<file path="config.mk">
export PLATFORM = sky130hd
export DESIGN_NAME = signed_int_to_decimal_text
export DESIGN_NICKNAME = d
export VERILOG_FILES = /design/src/hdl/sitdt_pkg.sv /design/src/hdl/signed_int_to_decimal_text.sv
export SDC_FILE = /design/constraint.sdc
export NUM_CORES = 1
export LEC_CHECK = 0
export BUFFER_PORTS_ARGS = -buffer_cell sky130_fd_sc_hd__buf_2
export CORE_ASPECT_RATIO = 0.75
export CORE_MARGIN = 10
export CORE_UTILIZATION = 55
export DETAILED_ROUTE_END_ITERATION = 6
export PLACE_DENSITY = 0.74
export REMOVE_ABC_BUFFERS = 1
export SYNTH_ARGS = -nofsm -noshare
export SYNTH_HDL_FRONTEND = slang
export SYNTH_SLANG_ARGS = --single-unit
export TNS_END_PERCENT = 5
</file>
<file path="constraint.sdc">
create_clock -name i_clk -period 7.6 [get_ports i_clk]
set_input_delay 0.38 -clock i_clk [delete_from_list [all_inputs] [get_ports i_clk]]
set_output_delay 0.38 -clock i_clk [all_outputs]
set_load 0.01 [all_outputs]
</file>
<file path="src/hdl/sitdt_pkg.sv">
// package for the signed integer to decimal text block
// holds field widths, character codes, payload structs and the state type; no dependencies
package sitdt_pkg;

    localparam int VALUE_WIDTH = 64;
    // decimal digits needed for any VALUE_WIDTH-bit magnitude
    localparam int DIGITS      = (VALUE_WIDTH * 1233) / 4096 + 1;
    localparam int BCD_W       = DIGITS * 4;
    localparam int CNT_W       = (VALUE_WIDTH > 1) ? $clog2(VALUE_WIDTH) : 1;
    localparam int DCNT_W      = (DIGITS > 1) ? $clog2(DIGITS) : 1;

    localparam logic [6:0] CH_ZERO    = 7'd48;
    localparam logic [6:0] CH_MINUS   = 7'd45;
    localparam logic [6:0] CH_NEWLINE = 7'd10;

    typedef struct packed {
        logic signed [63:0] value;
        logic               mode;
    } t_in_item;

    typedef struct packed {
        logic [6:0] text_char;
        logic       last_char;
    } t_out_item;

    typedef enum logic [2:0] {
        ST_IDLE,
        ST_CONVERT,
        ST_SKIP,
        ST_SIGN,
        ST_DIGITS,
        ST_NEWLINE
    } t_state;

endpackage

</file>
<file path="src/hdl/signed_int_to_decimal_text.sv">
// top level: signed integer to decimal ascii text, one character per strobe
// depends on sitdt_pkg for widths, character codes, payload structs and state type
//
// An item is taken when start is high and busy is low. The magnitude is
// converted by a bit-serial shift-and-add-3 pass, one bit per cycle. Then
// each leading zero is dropped in turn (no strobe), a further step finds the
// first kept digit, and each kept digit is printed. A '-' comes before the
// digits on negative values and a newline after them in mode 1. An item
// keeps the block busy up to its last character, and the next item can be
// taken in the cycle after the last character. Each character is on o_result
// for exactly one cycle with o_strobe high; the receiver cannot stall, so it
// must take every transfer. last_char marks the final one.
module signed_int_to_decimal_text
    import sitdt_pkg::*;
(
    input  logic      i_clk,
    input  logic      i_rst_n,
    input  logic      start,
    input  t_in_item  i_item,
    output logic      busy,
    output logic      o_strobe,
    output t_out_item o_result
);

    t_state                   r_state, n_state;
    logic [VALUE_WIDTH-1:0]   r_mag, n_mag;
    logic [BCD_W-1:0]         r_bcd, n_bcd;
    logic [CNT_W-1:0]         r_cnt, n_cnt;
    logic [DCNT_W-1:0]        r_dcnt, n_dcnt;
    logic                     r_neg, n_neg;
    logic                     r_nl, n_nl;

    logic [VALUE_WIDTH-1:0]   raw;
    logic [BCD_W-1:0]         bcd_adj;
    logic [3:0]               top_digit;
    logic                     accept;
    logic                     conv_done;
    logic                     last_pos;

    assign raw       = i_item.value[VALUE_WIDTH-1:0];
    assign accept    = start && (r_state == ST_IDLE);
    assign top_digit = r_bcd[BCD_W-1 -: 4];
    assign conv_done = (r_cnt == CNT_W'(VALUE_WIDTH - 1));
    assign last_pos  = (r_dcnt == DCNT_W'(DIGITS - 1));

    // add 3 to every digit of 5 or more before the shift
    always_comb begin
        for (int i = 0; i < DIGITS; i++) begin
            if (r_bcd[i*4 +: 4] >= 4'd5) begin
                bcd_adj[i*4 +: 4] = r_bcd[i*4 +: 4] + 4'd3;
            end else begin
                bcd_adj[i*4 +: 4] = r_bcd[i*4 +: 4];
            end
        end
    end

    // next state
    always_comb begin
        n_state = r_state;
        case (r_state)
            ST_IDLE: begin
                if (start) begin
                    n_state = ST_CONVERT;
                end
            end
            ST_CONVERT: begin
                if (conv_done) begin
                    n_state = ST_SKIP;
                end
            end
            ST_SKIP: begin
                if ((top_digit != 4'd0) || last_pos) begin
                    n_state = r_neg ? ST_SIGN : ST_DIGITS;
                end
            end
            ST_SIGN: begin
                n_state = ST_DIGITS;
            end
            ST_DIGITS: begin
                if (last_pos) begin
                    n_state = r_nl ? ST_NEWLINE : ST_IDLE;
                end
            end
            ST_NEWLINE: begin
                n_state = ST_IDLE;
            end
            default: begin
                n_state = ST_IDLE;
            end
        endcase
    end

    // datapath next values
    always_comb begin
        n_mag  = r_mag;
        n_bcd  = r_bcd;
        n_cnt  = r_cnt;
        n_dcnt = r_dcnt;
        n_neg  = r_neg;
        n_nl   = r_nl;
        case (r_state)
            ST_IDLE: begin
                if (accept) begin
                    n_neg  = raw[VALUE_WIDTH-1];
                    n_nl   = i_item.mode;
                    n_mag  = raw[VALUE_WIDTH-1] ? (~raw + VALUE_WIDTH'(1)) : raw;
                    n_bcd  = '0;
                    n_cnt  = '0;
                    n_dcnt = '0;
                end
            end
            ST_CONVERT: begin
                n_bcd = {bcd_adj[BCD_W-2:0], r_mag[VALUE_WIDTH-1]};
                n_mag = {r_mag[VALUE_WIDTH-2:0], 1'b0};
                n_cnt = r_cnt + CNT_W'(1);
            end
            ST_SKIP: begin
                // drop a leading zero, but always keep the units digit
                if ((top_digit == 4'd0) && !last_pos) begin
                    n_bcd  = {r_bcd[BCD_W-5:0], 4'd0};
                    n_dcnt = r_dcnt + DCNT_W'(1);
                end
            end
            ST_DIGITS: begin
                n_bcd  = {r_bcd[BCD_W-5:0], 4'd0};
                n_dcnt = r_dcnt + DCNT_W'(1);
            end
            default: begin
            end
        endcase
    end

    // outputs
    always_comb begin
        busy               = (r_state != ST_IDLE);
        o_strobe           = 1'b0;
        o_result.text_char = CH_ZERO;
        o_result.last_char = 1'b0;
        case (r_state)
            ST_SIGN: begin
                o_strobe           = 1'b1;
                o_result.text_char = CH_MINUS;
            end
            ST_DIGITS: begin
                o_strobe           = 1'b1;
                o_result.text_char = CH_ZERO + {3'b000, top_digit};
                o_result.last_char = last_pos && !r_nl;
            end
            ST_NEWLINE: begin
                o_strobe           = 1'b1;
                o_result.text_char = CH_NEWLINE;
                o_result.last_char = 1'b1;
            end
            default: begin
            end
        endcase
    end

    always_ff @(posedge i_clk) begin
        if (!i_rst_n) begin
            r_state <= ST_IDLE;
        end else begin
            r_state <= n_state;
        end
    end

    always_ff @(posedge i_clk) begin
        r_mag  <= n_mag;
        r_bcd  <= n_bcd;
        r_cnt  <= n_cnt;
        r_dcnt <= n_dcnt;
        r_neg  <= n_neg;
        r_nl   <= n_nl;
    end

endmodule
</file>
==> flow_summary.json, run 1 <==
{
  "hold_path_depth": 1,
  "drtAntennaViolNets": 0,
  "outcome": "finished clean",
  "critical_path_class": "register to register",
  "async_reset_ff_frac": 0,
  "die_area_um2": 24020,
  "grt_pass1_vias": 7366,
  "cts_resized": 0,
  "num_antenna_cells": 0,
  "cts-htree-levels": 4,
  "layout_min_cycle_time_ns": 3.149,
  "postCtsSetupBuffers": 0,
  "grt_pass1_wl_mm": 35.85,
  "fin_cells": 1331,
  "peakVddDrop_v": 0.0004268,
  "pre_cts_slack_ns": 4.550,
  "path_cells": "nor2b_1 -> nand2_4 -> buf_4 -> nor4b_1 -> o21ai_0 -> o31ai_1",
  "synth_seq_cells": 160,
  "hold_viol_final": 0,
  "r2r-start": "r_state[0]$_SDFFE_PN0P_",
  "maxCapViolations": 0,
  "tightest_slew_ns": 1.087,
  "seq_area_um2": 4775,
  "dr_wl_met2_mm": 9.303,
  "p_total_mw": 4.733,
  "timing.final.crit_share": 0.4143,
  "wl_mm": 21.18,
  "place_congestion": 0.9071,
  "crit_start": "r_state[0]$_SDFFE_PN0P_",
  "path_clk_slew_ns": 0.07,
  "top_layer": "met4",
  "fillers": 1483,
  "cts_root_buf": "clkbuf_16",
  "drt_iter0_markers": 916,
  "dpl-instance-area_um2": 10600,
  "cts_buffer_depth": 2,
  "grt_usage": 0.1777,
  "synthDistinctLibCells": 56,
  "initial_utilization": 0.5627,
  "yosysSeqAreaShare": 0.4777,
  "crit_buf_inv": 1,
  "core-area_um2": 17760,
  "slew_headroom": 0.2752,
  "grt_setup_unrepaired": "false",
  "design_area_um2": 11200,
  "first_pass_iters": 5,
  "post_drt_wl_per_cell_um": 15.92,
  "overflow": 0,
  "viasPerCell": 5.804,
  "fin_ws_ns": 4.451,
  "synth_cells": 1019,
  "cp_top_family": "simple AND/OR/NAND/NOR gates",
  "crit_path_max_fanout": 83,
  "slew_viol_final": 0,
  "cp-end-kind": "register",
  "required_ns": 7.84,
  "num_io_pins": 78,
  "port_buffers": 76,
  "clkSinkCount": 160,
  "worst-path-stages": 6,
  "hp-start": "i_item[0]",
  "grt_max_degree": 84,
  "synth_edf_count": 157,
  "place_inst": 1299,
  "drive_gt1_frac": 0.1267,
  "start_kind": "register",
  "numCtsBuffers": 17,
  "antenna_found_initial": 1,
  "power.leakage_nw": 4.060,
  "met3WireLength_mm": 1.227,
  "setup_violations": 0,
  "drcViolationCount": 0,
  "synth-main-ff-cell": "edfxtp_1",
  "die_h_um": 136.7,
  "critPathArrivalTime_ns": 3.39,
  "powerDensity_nw_per_um2": 422.7,
  "cts_tree": "built",
  "cts_hold_buffers": 0,
  "die_w_um": 175.7,
  "syn_area_per_cell_um2": 9.808,
  "yosys_warnings": 0,
  "synthToLayoutAreaGrowth_pct": 12.03,
  "nNetsFinal": 1188,
  "yosysTopAreaCell": "edfxtp_1",
  "ys_top_cells_by_area": "edfxtp_1, xor2_1, o21ai_0",
  "synth_area_um2": 9995,
  "dp_hpwl_mm": 14.29,
  "clock_latency_ns": 0.42,
  "vias": 7725,
  "placement_rows": 42,
  "r2r_cells": 6,
  "fmax_ghz": 0.3176,
  "post-synth-top-area-fraction": 0.4717,
  "skew_ns": 0.005958,
  "multiInputGateArea_um2": 4915,
  "min-delay-path-class": "input port to register",
  "critPathMaxStageDelay_ns": 0.70,
  "wl_met1_mm": 10.52,
  "cpMaxStageDelayCell": "dfxtp_1"
}
==> cell type report <==
class	instances	area share
flip-flops and latches	160	0.4264
repair buffers	82	0.03799
inverters	48	0.01609
clock inverters	15	0.01553
multi-input cells	767	0.4389
well taps	242	0.02704
clock buffers	17	0.03799
==> path summary, 6_finish.rpt <==
path,to,slack [ns]
worst min register to register,r_mag[12]$_DFFE_PP_,0.52
worst min-delay path,r_nl$_DFFE_PP_,0.13
worst max-delay path,r_bcd[52]$_DFFE_PP_,4.45
worst max register to register,r_bcd[52]$_DFFE_PP_,4.45
==> Yosys cell counts (all sizes together), types with 8 or more instances <==
library cell and n:
nand2b 22, o22ai 24, o32ai 8, clkbuf 38, nor3b 28, or4 18
nand2 104, edfxtp 157, or3 15, nand3 10, o41ai 12, ha 44
o31ai 28, o21ai 121, xnor2 24, inv 47, nor2b 8, nor2 82
a21oi 99, xor2 72
==> registers in the layout, summed over array words and instances, names as in the netlist <==
signal and count:
r_state 3, r_mag 64, r_dcnt 5, r_bcd 80
r_cnt 6, r_neg 1, r_nl 1
==> routing by layer <==
| metal | up-vias | global-route usage |
|---|---|---|
| li1 | 3847 | - |
| met1 | 3661 | 0.2590 |
| met2 | 203 | 0.2612 |
| met3 | 14 | 0.04240 |
| met4 | 0 | 0.04039 |
| met5 | - | 0 |
==> metrics by stage <==
| stage | util | TNS, ns | hold WS [ns] |
|---|---|---|---|
| 2_1_floorplan | - | -86.21 | 0.4789 |
| 3_3_place_gp | 0.5966 | 0 | 0.5028 |
| 3_5_place_dp | 0.5966 | 0 | 0.5118 |
| 4_1_cts | 0.6304 | 0 | 0.1113 |
| 5_1_grt | 0.6304 | 0 | 0.1095 |
| 6_report | 0.6304 | 0 | 0.1321 |
==> layout by cell type, fill, tap and decap left out, drive strengths merged, types with 28 or more instances in the layout <==
master    n
a21oi    99
buf      82
edfxtp  157
ha       44
inv      56
nand2   104
nor2     82
nor3b    28
o21ai   121
o31ai    28
xor2     72
==> worst reg2reg max path, delay by kind of cell, from the launching register on <==
| kind | cells | cell delay [ns] |
|---|---|---|
| AOI/OAI and AO/OA | 2 | 0.25 |
| and+or+nand+nor | 3 | 1.46 |
| buffers and inverters | 1 | 0.55 |
| DFF | 1 | 0.70 |
==> report_power, final <==
group	internal [mW]	switching, mW
registers	1.69	0.320
logic	0.670	1.18
clock network	0.496	0.384
total	2.85	1.88
==> cells by family after synthesis <==
logic type,count (synthesis),share of synthesized area
AND/OR/NAND/NOR,322,0.1706
AO/OA/AOI/OAI,303,0.1760
flip-flops,160,0.4777
XOR/XNOR,96,0.08413
buffers and inverters,92,0.03505
adder cells (fa/ha/maj),44,0.05508
other,1,0.0003752
multiplexers,1,0.001002
Note: power is estimated with default switching activity, not from simulation.
==> run 2, diff against run 1 <==
Settings changed: PLACE_DENSITY 0.74 to 0.77.
Clock period 7.6 ns to 2.75 ns, I/O delays scaled along.
==> flow_summary.json, run 2 (synthesized netlist as in run 1, its figures left out) <==
{
  "outcome": "finished clean",
  "start_kind": "input port",
  "numCtsBuffers": 17,
  "largest_reg_flops": 80,
  "drtAntennaViolNets": 0,
  "fin_tns_setup_ns": 0,
  "post_drt_wl_per_cell_um": 16.87,
  "seqPwrFrac": 0.406,
  "grt_pass1_vias": 7548,
  "peakVddDrop_v": 0.0007180,
  "powerDensity_nw_per_um2": 1184,
  "core-area_um2": 17760,
  "drcViolationCount": 0,
  "min-delay-path-class": "input port to register",
  "skew_ns": 0.008479,
  "final_cell_mix": "edfxtp_1, o21ai_0, nand2_1",
  "first_pass_iters": 5,
  "dpl-instance-area_um2": 10860,
  "synthToLayoutAreaGrowth_pct": 14.91,
  "hold_viol_final": 0,
  "cp-end-kind": "register",
  "grt_setup_unrepaired": "false",
  "antenna_found_initial": 0,
  "grt_usage": 0.1868,
  "clkSinkCount": 160,
  "die_h_um": 136.7,
  "slew_headroom": 0.5526,
  "seq_area_um2": 4775,
  "setup_violations": 0,
  "tightest_slew_ns": 0.6711,
  "placement_rows": 42,
  "port_buffers": 76,
  "p_int_mw": 8.272,
  "clock_power_share": 0.184,
  "grt_pass1_wl_mm": 37.43,
  "grt_max_degree": 66,
  "viasPerCell": 5.957,
  "critical_path_class": "input port to register",
  "r2r_cells": 4,
  "drive_gt1_frac": 0.1427,
  "p_comb_frac": 0.410,
  "nNetsFinal": 1214,
  "wl_mm": 22.87,
  "critPathArrivalTime_ns": 2.45,
  "die_w_um": 175.7,
  "layout_min_cycle_time_ns": 2.291,
  "power.leakage_nw": 4.214,
  "num_io_pins": 78,
  "maxCapViolations": 0,
  "swShare": 0.3918,
  "vias": 8078,
  "hold_path_depth": 2,
  "timing.final.crit_share": 0.8330,
  "required_ns": 2.91,
  "num_antenna_cells": 0,
  "fillers": 1434,
  "final_common_cell": "edfxtp_1",
  "regMostFlops": "r_bcd",
  "slew_viol_final": 0,
  "design_area_um2": 11480,
  "multiInputGateArea_um2": 4915,
  "cts_buffer_depth": 2,
  "cts_root_buf": "clkbuf_16",
  "die_area_um2": 24020,
  "reg.largest.list": "r_bcd (80), r_mag (64), r_cnt (6)",
  "initial_utilization": 0.5627,
  "clock_latency_ns": 0.43,
  "cts_tree": "built",
  "overflow": 0,
  "cts-htree-levels": 4,
  "dp_hpwl_mm": 15.68,
  "place_congestion": 0.9181,
  "path_clk_slew_ns": 0.06,
  "fmax_ghz": 0.4365,
  "drt_iter0_markers": 907,
  "switchingPower_mw": 5.328,
  "crit_path_max_fanout": 6
}
run 2: changes by cell type in the layout (fill, tap and decap cells not counted), moves of 2 or more:
cell       change
bufinv_16      +2
clkinv_1       +3
buf_12         +6
inv_6          -5
buf_4         +19
run 2: timing repair:
item,CTS,global route
resized for setup,0,0
endpoints found under the hold margin,1,0
hold buffers,1,0
setup buffers,0,0
run 2: critical path: stages:
cell and delay, ns:
buf_2 0.11, or4_1 0.67, nor4b_1 0.46, buf_4 0.19, nand4_1 0.09, buf_4 0.18, o41ai_1 0.36, xor2_1 0.18
o21ai_1 0.07
run 2: final cells by class:
class	instances	share of cell area
clock buffers	17	0.03704
clock inverters	14	0.01645
inverters	48	0.01569
multi-input cells	767	0.4279
flip-flops and latches	160	0.4157
well taps	242	0.02636
repair buffers	108	0.06079
run 2: power by group through the flow:
stage               sequential, mW  clock (mW)  combinational (mW)
floorplan                     5.33           0                3.75
global placement              5.46           0                5.30
detailed placement            5.51           0                5.49
CTS                           5.49        2.53                5.58
global route                  5.68        2.63                6.30
finish                        5.52        2.51                5.58
run 2: final timing paths:
kind | end | slack, ns | start
max reg2reg | r_mag[26]$_DFFE_PP_ | 0.49 | r_state[1]$_SDFFE_PN0P_
max | r_mag[52]$_DFFE_PP_ | 0.46 | i_item[13]
min | r_state[2]$_SDFFE_PN0P_ | 0.01 | i_rst_n
min reg2reg | r_mag[36]$_DFFE_PP_ | 0.53 | r_mag[35]$_DFFE_PP_
run 2: metal layers:
layer	wire, um	track usage
met1	10860	0.2663
met2	10300	0.2815
met3	1513	0.04460
met4	206	0.04321
met5	0	0
run 2: through the flow:
| stage | power [mW] | hold WS, ns | worst slack (ns) | std cells | util |
|---|---|---|---|---|---|
| floorplan | 9.080 | 0.2364 | -6.082 | 975 | - |
| global placement | 10.76 | 0.3244 | 0.08956 | 1324 | 0.6114 |
| detailed placement | 11.00 | 0.3191 | 0.1144 | 1324 | 0.6114 |
| CTS | 13.61 | 0.002952 | 0.4943 | 1356 | 0.6466 |
| global route | 14.62 | 0.01559 | 0.3351 | 1356 | 0.6466 |
| finish | 13.60 | 0.01299 | 0.4592 | 1356 | 0.6466 |
